File: config.mk
export PLATFORM = sky130hd
export DESIGN_NAME = button_press_classifier_top
export DESIGN_NICKNAME = d
export VERILOG_FILES = /design/src/hdl/bpc_pkg.sv /design/src/hdl/button_press_classifier_top.sv /design/src/hdl/bpc_cfg_regs.sv /design/src/hdl/bpc_classify.sv
export SDC_FILE = /design/constraint.sdc
export NUM_CORES = 1
export LEC_CHECK = 0
export BUFFER_PORTS_ARGS = -buffer_cell sky130_fd_sc_hd__buf_2
export CAP_MARGIN = 40
export CORE_MARGIN = 2
export CORE_UTILIZATION = 55
export CTS_CLUSTER_SIZE = 40
export DETAILED_ROUTE_END_ITERATION = 6
export PLACE_DENSITY = 0.81
export SLEW_MARGIN = 25
export SYNTH_ARGS = -nofsm -noshare
export SYNTH_HDL_FRONTEND = slang
export SYNTH_SLANG_ARGS = --single-unit
File: constraint.sdc
create_clock -name clk -period 5 [get_ports clk]
set_input_delay 1 -clock clk [delete_from_list [all_inputs] [get_ports clk]]
set_output_delay 1 -clock clk [all_outputs]
set_load 0.005 [all_outputs]
File: src/hdl/bpc_pkg.sv
package bpc_pkg;

	localparam int unsigned TIME_W  = 32;
	localparam int unsigned MS_W    = 16;
	localparam int unsigned LIMIT_W = 3;
	localparam int unsigned COUNT_W = 4;
	localparam int unsigned ADDR_W  = 5;
	localparam int unsigned DATA_W  = 32;

	// register index, taken from paddr[4:2]
	typedef enum logic [2:0] {
		REG_IDLE_LEVEL   = 3'd0,
		REG_BOUNCE_MS    = 3'd1,
		REG_DOUBLE_MS    = 3'd2,
		REG_LONG_MS      = 3'd3,
		REG_PRESS_LIMIT  = 3'd4,
		REG_RSVD5        = 3'd5,
		REG_RSVD6        = 3'd6,
		REG_RSVD7        = 3'd7
	} reg_idx_t;

	typedef enum logic [1:0] {
		EV_NONE    = 2'd0,
		EV_PRESS   = 2'd1,
		EV_RELEASE = 2'd2,
		EV_LONG    = 2'd3
	} ev_t;

	typedef struct packed {
		logic               idle_level;
		logic [MS_W-1:0]    bounce_ms;
		logic [MS_W-1:0]    double_press_ms;
		logic [MS_W-1:0]    long_press_ms;
		logic [LIMIT_W-1:0] press_limit;
	} cfg_t;

	localparam logic               RST_IDLE_LEVEL  = 1'b1;
	localparam logic [MS_W-1:0]    RST_BOUNCE_MS   = 16'd50;
	localparam logic [MS_W-1:0]    RST_DOUBLE_MS   = 16'd300;
	localparam logic [MS_W-1:0]    RST_LONG_MS     = 16'd1000;
	localparam logic [LIMIT_W-1:0] RST_PRESS_LIMIT = 3'd3;

endpackage

File: src/hdl/button_press_classifier_top.sv
// button press classifier
//
// s_* channel: one request per pin sample, tdata carries the raw level and
// a wrapping millisecond timestamp. m_* channel: exactly one result per
// sample, tuser carries the event kind (none, press, release, long hold) and
// tdata the press number of a press event.
// the apb port holds idle level, bounce time, multi-press window, long-hold
// time and press limit; write it only while no sample is in flight.
// a sample is taken into the input register, classified from there and
// registered in the result register, which drives m_*.
// throughput: one sample per cycle while m_tready is high; the debounce/count
// state is updated in the same cycle the sample leaves the input register, so
// only a low m_tready limits the rate below one per clock.
// stall: when m_tready is low the result register holds and the input
// register holds one more sample; s_tready drops only when both are full.
// reset: arst_n clears the registers to their default values, the edge
// time to zero, the button to not pressed and the press count to zero.
module button_press_classifier_top (
	input  logic        clk,
	input  logic        arst_n,
	// apb configuration port
	input  logic        psel,
	input  logic        penable,
	input  logic        pwrite,
	input  logic [4:0]  paddr,
	input  logic [31:0] pwdata,
	output logic [31:0] prdata,
	output logic        pready,
	// sample input
	input  logic        s_tvalid,
	output logic        s_tready,
	input  logic [39:0] s_tdata,  // [0] pin_level, [32:1] now_ms, [39:33] zero
	// classified output
	output logic        m_tvalid,
	input  logic        m_tready,
	output logic [7:0]  m_tdata,  // [3:0] press_count, [7:4] zero
	output logic [1:0]  m_tuser   // [1:0] event_res
);

	bpc_pkg::cfg_t cfg;

	// input register
	logic                          valid_s1;
	logic                          pin_level_s1;
	logic [bpc_pkg::TIME_W-1:0]    now_ms_s1;
	logic                          advance;

	// result register
	logic                          valid_s2;
	bpc_pkg::ev_t                  event_s2;
	logic [bpc_pkg::COUNT_W-1:0]   count_s2;

	bpc_pkg::ev_t                  event_c;
	logic [bpc_pkg::COUNT_W-1:0]   count_c;

	bpc_cfg_regs u_cfg (
		.clk     (clk),
		.arst_n  (arst_n),
		.psel    (psel),
		.penable (penable),
		.pwrite  (pwrite),
		.paddr   (paddr),
		.pwdata  (pwdata),
		.prdata  (prdata),
		.pready  (pready),
		.cfg     (cfg)
	);

	// a sample moves on when the result register is empty or being drained
	assign advance  = valid_s1 && (!valid_s2 || m_tready);
	assign s_tready = !valid_s1 || advance;

	always_ff @(posedge clk or negedge arst_n) begin
		if (!arst_n) begin
			valid_s1 <= 1'b0;
		end else if (s_tready) begin
			valid_s1 <= s_tvalid;
		end
	end

	always_ff @(posedge clk) begin
		if (s_tready && s_tvalid) begin
			pin_level_s1 <= s_tdata[0];
			now_ms_s1    <= s_tdata[32:1];
		end
	end

	// state update happens exactly once per sample, on advance
	bpc_classify u_classify (
		.clk         (clk),
		.arst_n      (arst_n),
		.en          (advance),
		.pin_level   (pin_level_s1),
		.now_ms      (now_ms_s1),
		.cfg         (cfg),
		.event_res   (event_c),
		.press_count (count_c)
	);

	always_ff @(posedge clk or negedge arst_n) begin
		if (!arst_n) begin
			valid_s2 <= 1'b0;
		end else if (advance) begin
			valid_s2 <= 1'b1;
		end else if (m_tready) begin
			valid_s2 <= 1'b0;
		end
	end

	always_ff @(posedge clk) begin
		if (advance) begin
			event_s2 <= event_c;
			count_s2 <= count_c;
		end
	end

	assign m_tvalid = valid_s2;
	assign m_tdata  = {4'd0, count_s2};
	assign m_tuser  = event_s2;

endmodule

File: src/hdl/bpc_cfg_regs.sv
module bpc_cfg_regs (
	input  logic                        clk,
	input  logic                        arst_n,
	input  logic                        psel,
	input  logic                        penable,
	input  logic                        pwrite,
	input  logic [bpc_pkg::ADDR_W-1:0]  paddr,
	input  logic [bpc_pkg::DATA_W-1:0]  pwdata,
	output logic [bpc_pkg::DATA_W-1:0]  prdata,
	output logic                        pready,
	output bpc_pkg::cfg_t               cfg
);

	bpc_pkg::cfg_t    cfg_q;
	bpc_pkg::reg_idx_t idx;
	logic             wr_en;

	assign pready = 1'b1;
	assign idx    = bpc_pkg::reg_idx_t'(paddr[4:2]);
	assign wr_en  = psel & penable & pwrite & pready;
	assign cfg    = cfg_q;

	always_ff @(posedge clk or negedge arst_n) begin
		if (!arst_n) begin
			cfg_q.idle_level      <= bpc_pkg::RST_IDLE_LEVEL;
			cfg_q.bounce_ms       <= bpc_pkg::RST_BOUNCE_MS;
			cfg_q.double_press_ms <= bpc_pkg::RST_DOUBLE_MS;
			cfg_q.long_press_ms   <= bpc_pkg::RST_LONG_MS;
			cfg_q.press_limit     <= bpc_pkg::RST_PRESS_LIMIT;
		end else if (wr_en) begin
			unique case (idx)
				bpc_pkg::REG_IDLE_LEVEL:  cfg_q.idle_level      <= pwdata[0];
				bpc_pkg::REG_BOUNCE_MS:   cfg_q.bounce_ms       <= pwdata[15:0];
				bpc_pkg::REG_DOUBLE_MS:   cfg_q.double_press_ms <= pwdata[15:0];
				bpc_pkg::REG_LONG_MS:     cfg_q.long_press_ms   <= pwdata[15:0];
				bpc_pkg::REG_PRESS_LIMIT: cfg_q.press_limit     <= pwdata[2:0];
				default: ;
			endcase
		end
	end

	always_comb begin
		prdata = '0;
		unique case (idx)
			bpc_pkg::REG_IDLE_LEVEL:  prdata[0]    = cfg_q.idle_level;
			bpc_pkg::REG_BOUNCE_MS:   prdata[15:0] = cfg_q.bounce_ms;
			bpc_pkg::REG_DOUBLE_MS:   prdata[15:0] = cfg_q.double_press_ms;
			bpc_pkg::REG_LONG_MS:     prdata[15:0] = cfg_q.long_press_ms;
			bpc_pkg::REG_PRESS_LIMIT: prdata[2:0]  = cfg_q.press_limit;
			default:                  prdata       = '0;
		endcase
	end

endmodule

File: src/hdl/bpc_classify.sv
module bpc_classify (
	input  logic                          clk,
	input  logic                          arst_n,
	input  logic                          en,
	input  logic                          pin_level,
	input  logic [bpc_pkg::TIME_W-1:0]    now_ms,
	input  bpc_pkg::cfg_t                 cfg,
	output bpc_pkg::ev_t                  event_res,
	output logic [bpc_pkg::COUNT_W-1:0]   press_count
);

	logic [bpc_pkg::TIME_W-1:0]  last_edge_q;
	logic                        last_pressed_q;
	logic                        long_flag_q;
	logic [bpc_pkg::COUNT_W-1:0] cnt_q;

	logic [bpc_pkg::TIME_W-1:0]  last_edge_d;
	logic                        last_pressed_d;
	logic                        long_flag_d;
	logic [bpc_pkg::COUNT_W-1:0] cnt_d;

	logic                        pressed;
	logic [bpc_pkg::TIME_W-1:0]  elapsed;
	logic                        edge_ok;
	logic                        in_window;
	logic                        quiet;
	logic                        multi_en;
	logic [bpc_pkg::COUNT_W-1:0] limit_ext;
	logic [bpc_pkg::COUNT_W-1:0] limit_p1;
	logic [bpc_pkg::COUNT_W-1:0] adv_cnt;
	logic [bpc_pkg::COUNT_W-1:0] press_cnt;

	assign pressed   = pin_level != cfg.idle_level;
	assign elapsed   = now_ms - last_edge_q;
	assign edge_ok   = (pressed != last_pressed_q) &&
	                   (elapsed > {16'd0, cfg.bounce_ms});
	assign in_window = elapsed < {16'd0, cfg.double_press_ms};
	// quiet once elapsed exceeds the multi-press window plus one ms
	assign quiet     = elapsed > ({16'd0, cfg.double_press_ms} + 32'd1);
	assign multi_en  = cfg.press_limit > 3'd1;
	assign limit_ext = {1'b0, cfg.press_limit};
	assign limit_p1  = limit_ext + 4'd1;

	// saturate at limit + 1, also pulls down a count left over from a higher limit
	assign adv_cnt   = !multi_en ? 4'd1 :
	                   (cnt_q <= limit_ext) ? cnt_q + 4'd1 : limit_p1;
	assign press_cnt = ((cnt_q == 4'd0) || in_window) ? adv_cnt : cnt_q;

	always_comb begin
		last_edge_d    = last_edge_q;
		last_pressed_d = last_pressed_q;
		long_flag_d    = long_flag_q;
		cnt_d          = cnt_q;
		event_res      = bpc_pkg::EV_NONE;
		press_count    = '0;
		if (edge_ok) begin
			if (pressed) begin
				cnt_d = press_cnt;
				if (press_cnt <= limit_ext) begin
					event_res   = bpc_pkg::EV_PRESS;
					press_count = press_cnt;
				end
			end else begin
				long_flag_d = 1'b0;
				event_res   = bpc_pkg::EV_RELEASE;
			end
			last_edge_d    = now_ms;
			last_pressed_d = pressed;
		end else if (pressed && !long_flag_q &&
		             (elapsed > {16'd0, cfg.long_press_ms})) begin
			long_flag_d = 1'b1;
			cnt_d       = '0;
			event_res   = bpc_pkg::EV_LONG;
		end else if (!pressed && (quiet || !multi_en)) begin
			cnt_d = '0;
		end
	end

	always_ff @(posedge clk or negedge arst_n) begin
		if (!arst_n) begin
			last_edge_q    <= '0;
			last_pressed_q <= 1'b0;
			long_flag_q    <= 1'b0;
			cnt_q          <= '0;
		end else if (en) begin
			last_edge_q    <= last_edge_d;
			last_pressed_q <= last_pressed_d;
			long_flag_q    <= long_flag_d;
			cnt_q          <= cnt_d;
		end
	end

endmodule
Yosys cells after proc, flatten, opt, wreduce, memory -nomap -nowiden. Cells that the tools add are included.

Input port bits: 84. Word-level logic and storage cells: 84. Output and inout bits: 45. Register bits: 131.

Bitwise operators: 2. Equality and inequality tests: 8. Reductions and logical operators: 29. Order comparisons: 7. $add $sub $neg: 4. Mux-type cells: 19.

Operator list (count): $gt A32 B16 Y1 (2); $pmux W13 S3 (1); $gt A32 B32 Y1 (1); $lt A32 B16 Y1 (1); $sub A32 B32 Y32 (1); $mux W4 (7); $add A16 B1 Y17 const B (1); $reduce_and A2 Y1 (6); $reduce_and A3 Y1 (3); $le A4 B3 Y1 (2); $pmux W2 S4 (1); $eq A3 B2 Y1 const B (2); $logic_and A1 B1 Y1 (6); $mux W1 (6); $mux W2 (3); $logic_not A1 Y1 (5); $pmux W1 S5 (1); $add A3 B1 Y4 const B (1); $add A4 B1 Y4 const B (1); $logic_not A4 Y1 (1); $logic_or A1 B1 Y1 (4); $reduce_bool A2 Y1 (2); $eq A3 B1 Y1 const B (1); $eq A3 B3 Y1 const B (1); 7 further kinds (9).

Depth between registers and ports, before layout. Gate-level depths: netlist of run 1.

Depth after elaboration: 8. Depth in mapped cells: 25. Gate-level depth less buffers: 25.

Modules after synthesis. From an unflattened synthesis of run 1, not the netlist that was laid out.

Cell total of the unflattened synthesis: 984. Area, all modules: 9467.8 µm².

By module, submodules not included: bpc_classify (cells each 733, area each 5552.8 µm², times used 1, seq. area each 950.9 µm²); bpc_cfg_regs (cells each 199, area each 2606.2 µm², times used 1, seq. area each 1321.3 µm²); button_press_classifier_top (cells each 52, area each 1308.8 µm², times used 1, seq. area each 1221.2 µm²).

Worst setup path after synthesis of run 1. Ideal clock, no wire load.

Kind: register to register. Start: register now_ms_s1[0] in the netlist's numbering. End: register count_s2[1] in the netlist's numbering (data pin). Arrival time: 4502 ps. Cell stages (with the launch flop): 24. Buffers on the path: 0. Data required time: 4860 ps. Setup slack: 358 ps. Clock period less this slack: 4642 ps. Library setup time: 140 ps. Path through: edfxtp_1 > inv_1 > ha_1 > fa_1 > nand2b_1 > a21oi_4 > o21bai_1 > a21oi_1 > nor2b_1 > xnor2_1 > ha_1 > o2111ai_1 > a31oi_1 > a2111oi_1 > nand4_1 > and2_1 > o21ai_1 > ha_1 > a21o_1 > a21oi_1 > a31oi_1 > nor4_1 > nand3b_1 > nor2b_1.

Cells in the longest elaborated chain, start to end: 6. Elaborated cells between the ends (all ways): 8. Those cells by class: add/sub (1); order compare (3); mux (1); reduce/logical (3).

RTL lines: start: declaration (line button_press_classifier_top.sv:45) `logic [bpc_pkg::TIME_W-1:0] now_ms_s1;`; start signal: assignment (line button_press_classifier_top.sv:84) `now_ms_s1 <= s_tdata[32:1];`; $sub A32 B32 Y32 (*) (line bpc_classify.sv:34) `assign elapsed = now_ms - last_edge_q;`; $lt A32 B16 Y1 (*) (line bpc_classify.sv:37) `assign in_window = elapsed < {16'd0, cfg.double_press_ms};`; $logic_or A1 B1 Y1 (*) (line bpc_classify.sv:47) `assign press_cnt = ((cnt_q == 4'd0) || in_window) ? adv_cnt : cnt_q;`; $mux W4 (*) (line bpc_classify.sv:47); net u_classify.press_cnt, one bit (line bpc_classify.sv:31) `logic [bpc_pkg::COUNT_W-1:0] press_cnt;`; $le A4 B3 Y1 (line bpc_classify.sv:59) `if (press_cnt <= limit_ext) begin`; $reduce_and A3 Y1 (no source line); end signal: assignment (line button_press_classifier_top.sv:113) `count_s2 <= count_c;`; end: declaration (line button_press_classifier_top.sv:51) `logic [bpc_pkg::COUNT_W-1:0] count_s2;`.

Mark *: on every way through the listed nets, which the timed path passes. The rest lies on a longest branch. A chain may end at the register's enable or synchronous reset.

Final worst setup path of run 1.
Start: register now_ms_s1[3] in the netlist's numbering. End: register u_classify.last_edge_q[31] in the netlist's numbering.

Cells in the longest elaborated chain, start to end: 4.

RTL lines: $sub A32 B32 Y32 (line bpc_classify.sv:34); $gt A32 B16 Y1 (line bpc_classify.sv:36) `(elapsed > {16'd0, cfg.bounce_ms});`; $logic_and A1 B1 Y1 (line bpc_classify.sv:35) `assign edge_ok = (pressed != last_pressed_q) &&`; $reduce_and A2 Y1 (no source line); end signal: assignment (line bpc_classify.sv:86) `last_edge_q <= last_edge_d;`; end: declaration (line bpc_classify.sv:12) `logic [bpc_pkg::TIME_W-1:0] last_edge_q;`.

Every way passes these cells.

==> PnR_summary.wiki, run 1 <==
{| class="wikitable"
! Metric !! Value
|-
| Register area share after synthesis || 35.24%
|-
| H-tree level count || 4
|-
| Max Slew Vio Count || 0
|-
| Core box area || 17840 um^2
|-
| Syn_area_per_cell || 9.370 um^2
|-
| Die Area || 19110 um^2
|-
| Mapped Cells || 1058
|-
| HPWL after detailed placement || 17610 um
|-
| Total Routing Usage GR || 25.18%
|-
| RR Startpoint || now_ms_s1[3]
|-
| Post-synth top flop || sky130_fd_sc_hd__dfrtp_1
|-
| Shortest period the worst path allows || 4.819 ns
|-
| TritonRoute pass-1 iters || 7
|-
| Remaining routing DRC violations || 0
|-
| Final-layout fill cell count || 1406
|-
| Initial Util || 55.56%
|-
| Post-route total power || 7.429 mW
|-
| Count of buffers from port buffering || 82
|-
| Buffer depth of the longest clock path || 2
|-
| Fmax || 0.2075 GHz
|-
| Layout net count || 1359
|-
| Total number of clock tree sinks || 131
|-
| Wire length of the first global-routing pass || 39540 um
|-
| Die Wd || 138.3 um
|-
| Share of flip-flops with an asynchronous set or reset || 70.23%
|-
| Unique cell type count in the Yosys netlist || 90
|-
| Detailed-route via count || 8303
|-
| Top Ports || 129
|-
| Initial antenna violation count || 0
|-
| Post-Place Setup Slack || -0.1113 ns
|-
| Number of cells in the finished layout apart from fillers || 1412
|-
| Largest net degree at the start of global routing || 47
|-
| Die height || 138.3 um
|-
| Critical path capture point type || register
|-
| Data arrival, critical path || 5.13 ns
|-
| Placed Cells incl. Taps || 1368
|-
| Number of failing setup endpoints in the final timing report || 0
|-
| Count of flip-flops with a built-in enable after synthesis || 39
|-
| Worst hold path class || input pin to async pin
|-
| Clock transition at path regs || 0.06 ns
|-
| Cell leakage power || 5.259 nW
|-
| Type of origin of the critical path || register
|-
| Clk_lat worst skew || 0.43 ns
|-
| Netlist area before placement || 9913 um^2
|-
| Worst-Margin Slew || 0.6972 ns
|-
| Count of yosys warnings during synthesis || 0
|-
| Standard-cell rows || 49
|-
| Flop2flop setup slack || 0.18 ns
|-
| Max-cap violations || 0
|-
| Fraction of layout cells with a size suffix above 1 || 24.18%
|-
| Aggregate routed wire length || 24140 um
|-
| CTS tree || done
|-
| Run status || complete, no violations
|-
| Fin crit share || 96.39%
|-
| Headroom to the max-slew limit || 53.19%
|-
| CP Class || register to register
|-
| Number of buffers created by CTS || 17
|-
| Iteration-0 DRC count of the detailed router || 614
|-
| Drt wl/cell || 17.10 um
|-
| Final Skew || 0.007161 ns
|-
| Antenna diodes || 0
|-
| Layout overhead on the synthesized area || 15.51%
|-
| Total power per unit cell area || 648.8 nW/um^2
|-
| Vias per cell || 5.880
|-
| Clock root buffer master || sky130_fd_sc_hd__clkbuf_16
|-
| Antenna violation net count after detailed routing || 0
|-
| Vias in the first global route || 8190
|-
| Routability congestion estimate from global placement || 0.9862
|-
| Worst IR Drop VDD || 0.3855 mV
|-
| Remaining global-route overflow || 0
|-
| Number of flip-flops and latches in the synthesized netlist || 131
|-
| Number of cells traversed by the worst register-to-register path || 19
|-
| Reg-to-reg critical path endpoint || u_classify.last_edge_q[31]
|-
| Post-route worst setup slack || 0.1805 ns
|-
| Final Hold Vio Count || 0
|-
| Worst hold slack || 0.4625 ns
|-
| Total negative setup slack || 0 ns
|-
| Required time reported for the critical path endpoint || 5.31 ns
|-
| CP Max Fanout || 32
|}
[final cells by class]
| cell class | instances | area (um^2) | share of cell area (%) |
|---|---|---|---|
| Multi-Input combinational cell | 790 | 5938 | 51.86 |
| Sequential cell | 131 | 3493 | 30.51 |
| Timing Repair Buffer | 130 | 793.3 | 6.927 |
| Clock buffer | 22 | 454.2 | 3.966 |
| Inverter | 100 | 375.4 | 3.278 |
| Tap cell | 229 | 286.5 | 2.502 |
| Clock inverter | 10 | 110.1 | 0.9615 |
[registers in the layout, summed over array words and instances (netlist names)]
name,count
u_classify.cnt_q,4
valid_s1,1
u_classify.last_pressed_q,1
u_classify.long_flag_q,1
u_classify.last_edge_q,32
pin_level_s1,1
m_tuser,2
m_tvalid,1
count_s2,4
u_cfg.cfg,52
now_ms_s1,32
[cell usage after synthesis (all sizes together), types with 3 or more instances]
library cell  instances  area (um^2)
nand2               111        419.2
ha                  104         1301
inv                 100        375.4
o21ai                95        479.2
dfrtp                76         1902
a21oi                55        305.3
nor2                 50        195.2
buf                  39        341.6
edfxtp               39         1171
mux2                 34        491.7
xnor2                33        289.0
nand4                27        175.2
a21o                 25        190.2
clkbuf               18        68.81
nand3                18        90.09
a22oi                17        127.6
dfstp                16        420.4
nor3                 14        75.07
nor4                 13        100.1
a31oi                12        75.07
nor2b                11        68.82
o21a                 11        90.08
and2                 10        65.06
nand2b               10        65.06
o211ai                9        72.57
a211oi                8        60.06
o21bai                8        60.06
and3                  7        45.05
xor2                  7        61.31
mux2i                 6        60.06
a2111oi               5        65.07
a21boi                5        37.54
and4                  5        46.30
nor3b                 5        37.54
o22ai                 5        31.28
or2                   5        31.28
a211o                 4        36.29
a22o                  4        35.03
o211a                 4        40.04
o221ai                4        47.55
o2111ai               3        26.28
[critical path, cell delays in order (launching register included)]
cell and delay, ns:
sky130_fd_sc_hd__edfxtp_1 0.48, sky130_fd_sc_hd__ha_4 0.33, sky130_fd_sc_hd__a21o_1 0.15, sky130_fd_sc_hd__a21oi_2 0.08, sky130_fd_sc_hd__buf_4 0.16, sky130_fd_sc_hd__a21o_1 0.18, sky130_fd_sc_hd__and2_4 0.17, sky130_fd_sc_hd__o31ai_4 0.25
sky130_fd_sc_hd__xor2_2 0.13, sky130_fd_sc_hd__buf_4 0.15, sky130_fd_sc_hd__buf_4 0.14, sky130_fd_sc_hd__ha_1 0.29, sky130_fd_sc_hd__nand4_1 0.09, sky130_fd_sc_hd__nor3_1 0.35, sky130_fd_sc_hd__a311o_2 0.30, sky130_fd_sc_hd__a21oi_2 0.07
sky130_fd_sc_hd__and4_1 0.24, sky130_fd_sc_hd__nor2_4 0.15, sky130_fd_sc_hd__o21a_4 0.57, sky130_fd_sc_hd__mux2_2 0.40
[logic make-up (layout without fill, tap and decap cells)]
family	Yosys count	in the layout	synth area share (%)
xor gates and xnor gates	40	40	3.534
muxes	40	40	5.566
DFF	131	131	35.24
adders and majority gates	105	105	13.33
other	2	22	0.07576
and+or+nand+nor	293	293	14.79
AOI/OAI and AO/OA	290	290	19.54
buffers and inverters	157	262	7.926
[layer usage]
metal	wire length (um)	part of all wire (%)	global-route usage (%)	vias to the layer above
met5	0	0	0	-
met4	541	2.2	8.969	0
met3	1235	5.1	4.260	47
met2	11900	49	43.28	287
met1	10470	43	32.19	3968
li1	-	-	-	4001
[where the power goes]
group	switching [mW]	internal [mW]	total, mW
sequential	0.179	1.40	1.58
clock	0.471	0.742	1.21
combinational	2.53	2.11	4.64
total	3.18	4.25	7.43
[per-stage QoR]
step	cell area, um^2	utilization [%]
2_1_floorplan	9988	-
3_3_place_gp	10550	59.14
3_5_place_dp	10580	59.30
4_1_cts	11310	63.38
5_1_grt	11450	64.18
6_report	11450	64.18
[how the worst max path moves through the flow]
stage / start / endpoint / slack (ns) / cells after the start
2_1_floorplan: now_ms_s1[0] / count_s2[1] / 0.36 / 23
3_3_place_gp: now_ms_s1[3] / count_s2[1] / 0.11 / 24
3_5_place_dp: now_ms_s1[0] / count_s2[1] / -0.11 / 25
4_1_cts: now_ms_s1[0] / count_s2[1] / 0.02 / 25
5_1_grt: u_classify.last_edge_q[1] / count_s2[1] / -0.09 / 25
6_report: now_ms_s1[3] / u_classify.last_edge_q[31] / 0.18 / 19
[cells in the final DEF, fill, tap and decap left out, drive strengths merged, types with 5 or more instances in the layout]
cell type  instances
o21a              11
o21bai             8
edfxtp            39
a22oi             17
o22ai              5
xnor2             33
nor2              50
dfrtp             76
or2                5
a211oi             8
o211ai             9
and3               7
nor2b             11
inv              100
and2              10
nor3b              5
a21oi             55
nor4              13
nand3             18
a21boi             5
o21ai             95
mux2i              6
conb              22
a2111oi            5
nor3              14
nand4             27
buf              130
nand2b            10
nand2            111
and4               5
dfstp             16
ha               104
clkbuf            22
mux2              34
xor2               7
a31oi             12
a21o              25
[repair_timing]
| action | CTS | global route |
|---|---|---|
| hold endpoints to repair | 0 | 0 |
| pin swaps | 9 | 17 |
| hold buffers | 0 | 0 |
| gates resized for setup | 22 | 26 |
| setup endpoints to repair | 4 | 35 |
| buffers inserted | 8 | 4 |
(Power assumes the default switching activity.)
==> run 2, diff against run 1 <==
- CORE_ASPECT_RATIO: default -> 1.75
==> run 2 against run 1 <==
  * Sequential power hardly changed
  * Die area is 0.22% higher
  * Clock power is 7% higher
  * Register-to-register slack worse by 0.07 ns
  * Non-clock buffer count is 1 higher
  * Global-route usage is 1.3 points higher
==> PnR_summary.wiki, run 2 (same netlist as run 1, synthesis figures left out) <==
{| class="wikitable"
! Metric !! Value
|-
| Number of cells in the finished layout apart from fillers || 1418 (was 1412)
|-
| Top Ports || 129 (unchanged)
|-
| Iteration-0 DRC count of the detailed router || 350 (was 614)
|-
| Antenna diodes || 0 (unchanged)
|-
| CTS tree || done (unchanged)
|-
| Clock root buffer master || sky130_fd_sc_hd__clkbuf_16 (unchanged)
|-
| Worst hold slack || 0.4965 ns (was 0.4625 ns)
|-
| Remaining global-route overflow || 0 (unchanged)
|-
| Layout overhead on the synthesized area || 15.41% (was 15.51%)
|-
| Number of cells traversed by the worst register-to-register path || 19 (unchanged)
|-
| HPWL after detailed placement || 18930 um (was 17610 um)
|-
| Final Skew || 0.01093 ns (was 0.007161 ns)
|-
| Shortest period the worst path allows || 4.891 ns (was 4.819 ns)
|-
| TritonRoute pass-1 iters || 5 (was 7)
|-
| Required time reported for the critical path endpoint || 5.31 ns (about the same)
|-
| Number of cells on the worst hold path || 1
|-
| Total Routing Usage GR || 26.47% (was 25.18%)
|-
| CP Max Fanout || 21 (was 32)
|-
| Aggregate routed wire length || 25150 um (was 24140 um)
|-
| Vias in the first global route || 8424 (was 8190)
|-
| HP Start || valid_s1
|-
| Cell leakage power || 5.288 nW (was 5.259 nW)
|-
| Critical path capture point type || register (unchanged)
|-
| Antenna violation net count after detailed routing || 0 (unchanged)
|-
| Detailed-route via count || 8343 (was 8303)
|-
| Clk_lat worst skew || 0.44 ns (was 0.43 ns)
|-
| Buffer depth of the longest clock path || 2 (unchanged)
|-
| Number of buffers created by CTS || 17 (unchanged)
|-
| Routability congestion estimate from global placement || 0.9744 (was 0.9862)
|-
| Drt wl/cell || 17.74 um (was 17.10 um)
|-
| Most common cell after layout, fill and taps aside || sky130_fd_sc_hd__nand2_1 (unchanged)
|-
| Count of buffers from port buffering || 82 (unchanged)
|-
| Vias per cell || 5.884 (was 5.880)
|-
| Max-cap violations || 0 (unchanged)
|-
| Standard-cell rows || 65 (was 49)
|-
| Type of origin of the critical path || register (unchanged)
|-
| Fraction of layout cells with a size suffix above 1 || 23.40% (was 24.18%)
|-
| Fin crit share || 97.82% (was 96.39%)
|-
| Layout net count || 1360 (was 1359)
|-
| CP Class || register to register (unchanged)
|-
| Data arrival, critical path || 5.20 ns (was 5.13 ns)
|-
| Die Area || 19160 um^2 (was 19110 um^2)
|-
| Wire length of the first global-routing pass || 39880 um (was 39540 um)
|-
| Final Hold Vio Count || 0 (unchanged)
|-
| RR Startpoint || now_ms_s1[8] (was now_ms_s1[3])
|-
| Worst-Margin Slew || 0.6453 ns (was 0.6972 ns)
|-
| Run status || complete, no violations (unchanged)
|-
| Die height || 181.6 um (was 138.3 um)
|-
| Die Wd || 105.5 um (was 138.3 um)
|-
| Largest net degree at the start of global routing || 51 (was 47)
|-
| Max Slew Vio Count || 0 (unchanged)
|-
| H-tree level count || 4 (unchanged)
|-
| Placed Cells incl. Taps || 1377 (was 1368)
|-
| Remaining routing DRC violations || 0 (unchanged)
|-
| Final-layout fill cell count || 1469 (was 1406)
|-
| Fmax || 0.2045 GHz (was 0.2075 GHz)
|-
| Headroom to the max-slew limit || 56.98% (was 53.19%)
|-
| Flop2flop setup slack || 0.11 ns (was 0.18 ns)
|-
| Total number of clock tree sinks || 131 (unchanged)
|-
| Most used cells in the layout excluding fill and tap cells || sky130_fd_sc_hd__nand2_1, sky130_fd_sc_hd__inv_1, sky130_fd_sc_hd__ha_1 (unchanged)
|-
| Number of failing setup endpoints in the final timing report || 0 (unchanged)
|-
| Reg-to-reg critical path endpoint || u_classify.last_edge_q[9] (was u_classify.last_edge_q[31])
|-
| Worst IR Drop VDD || 0.3792 mV (was 0.3855 mV)
|-
| Initial antenna violation count || 0 (unchanged)
|-
| Core box area || 17810 um^2 (was 17840 um^2)
|-
| Endpoint of the worst hold-timing path || m_tvalid
|-
| Total power per unit cell area || 648.9 nW/um^2 (was 648.8 nW/um^2)
|-
| Number of flip-flops under the largest register name || 52 (unchanged)
|-
| Initial Util || 55.66% (was 55.56%)
|-
| Clock transition at path regs || 0.05 ns (was 0.06 ns)
|-
| Worst hold path class || register to register (was input pin to async pin)
|}
run 2: changes by cell type in the layout (fill, tap and decap cells not counted), sizes merged:
cell      before  now
clkbuf        22   25
bufinv         2    1
inv          100  102
clkinvlp       4    0
buf          130  131
run 2: report_power, final:
group | internal, mW | switching (mW) | total [mW]
Sequential | 1.40 | 0.180 | 1.58
Clock | 0.810 | 0.484 | 1.29
Combinational | 2.06 | 2.49 | 4.55
run 2: worst max-delay path by stage:
| stage | start | end | slack (ns) |
|---|---|---|---|
| after floorplan | now_ms_s1[0] | count_s2[1] | 0.36 |
| after global placement | now_ms_s1[1] | m_tuser[0] | 0.04 |
| after detailed placement | now_ms_s1[1] | m_tuser[0] | -0.03 |
| after CTS | now_ms_s1[0] | m_tuser[0] | -0.003 |
| after global routing | now_ms_s1[0] | count_s2[1] | -0.14 |
| final | now_ms_s1[8] | u_classify.last_edge_q[9] | 0.11 |
run 2: final cells by class:
class | count | area (um^2) | share of cell area, %
clock buffer | 25 | 549.3 | 4.801
clock inverter | 7 | 62.56 | 0.5468
inverter | 100 | 375.4 | 3.281
multi-input combinational | 790 | 5862 | 51.24
sequential | 131 | 3493 | 30.53
tap | 234 | 292.8 | 2.559
timing repair buffer | 131 | 805.8 | 7.043
run 2: timing repair:
action                                  4_1_cts  5_1_grt
gates resized for setup                       4       29
hold buffers                                  0        0
buffers inserted                              1        8
pin swaps                                     1        7
endpoints found under the setup margin        4       42
hold endpoints to repair                      0        0
run 2: critical path, cell delays in order, from the launching register on:
cell                       delay, ns
sky130_fd_sc_hd__edfxtp_1       0.40
sky130_fd_sc_hd__ha_1           0.38
sky130_fd_sc_hd__a21oi_1        0.26
sky130_fd_sc_hd__o21ai_2        0.14
sky130_fd_sc_hd__a21boi_1       0.26
sky130_fd_sc_hd__and2_1         0.27
sky130_fd_sc_hd__xnor2_1        0.19
sky130_fd_sc_hd__buf_4          0.17
sky130_fd_sc_hd__ha_1           0.23
sky130_fd_sc_hd__nand2_1        0.12
sky130_fd_sc_hd__nor2_1         0.06
sky130_fd_sc_hd__a211oi_1       0.29
sky130_fd_sc_hd__o21ai_0        0.27
sky130_fd_sc_hd__a311o_2        0.45
sky130_fd_sc_hd__a21oi_2        0.14
sky130_fd_sc_hd__and4_1         0.38
sky130_fd_sc_hd__nor2_4         0.09
sky130_fd_sc_hd__o21a_4         0.15
sky130_fd_sc_hd__buf_12         0.17
sky130_fd_sc_hd__mux2_4         0.31
run 2: stage by stage:
stage          utilization, %  power, mW  area [um^2]   TNS (ns)  setup WS, ns
2_1_floorplan               -      4.606         9988          0        0.3577
3_3_place_gp            59.63      5.674        10620          0       0.04410
3_5_place_dp            59.63      5.801        10620   -0.05206      -0.02587
4_1_cts                 63.22      7.183        11260  -0.003481     -0.003481
5_1_grt                 64.24      7.990        11440     -1.518       -0.1424
6_report                64.24      7.424        11440          0        0.1092
run 2: metal layers:
layer	wire length, um	track usage, %
met3	870	3.769
met4	1439	16.80
met1	8983	26.17
met5	0	0
met2	13860	50.40
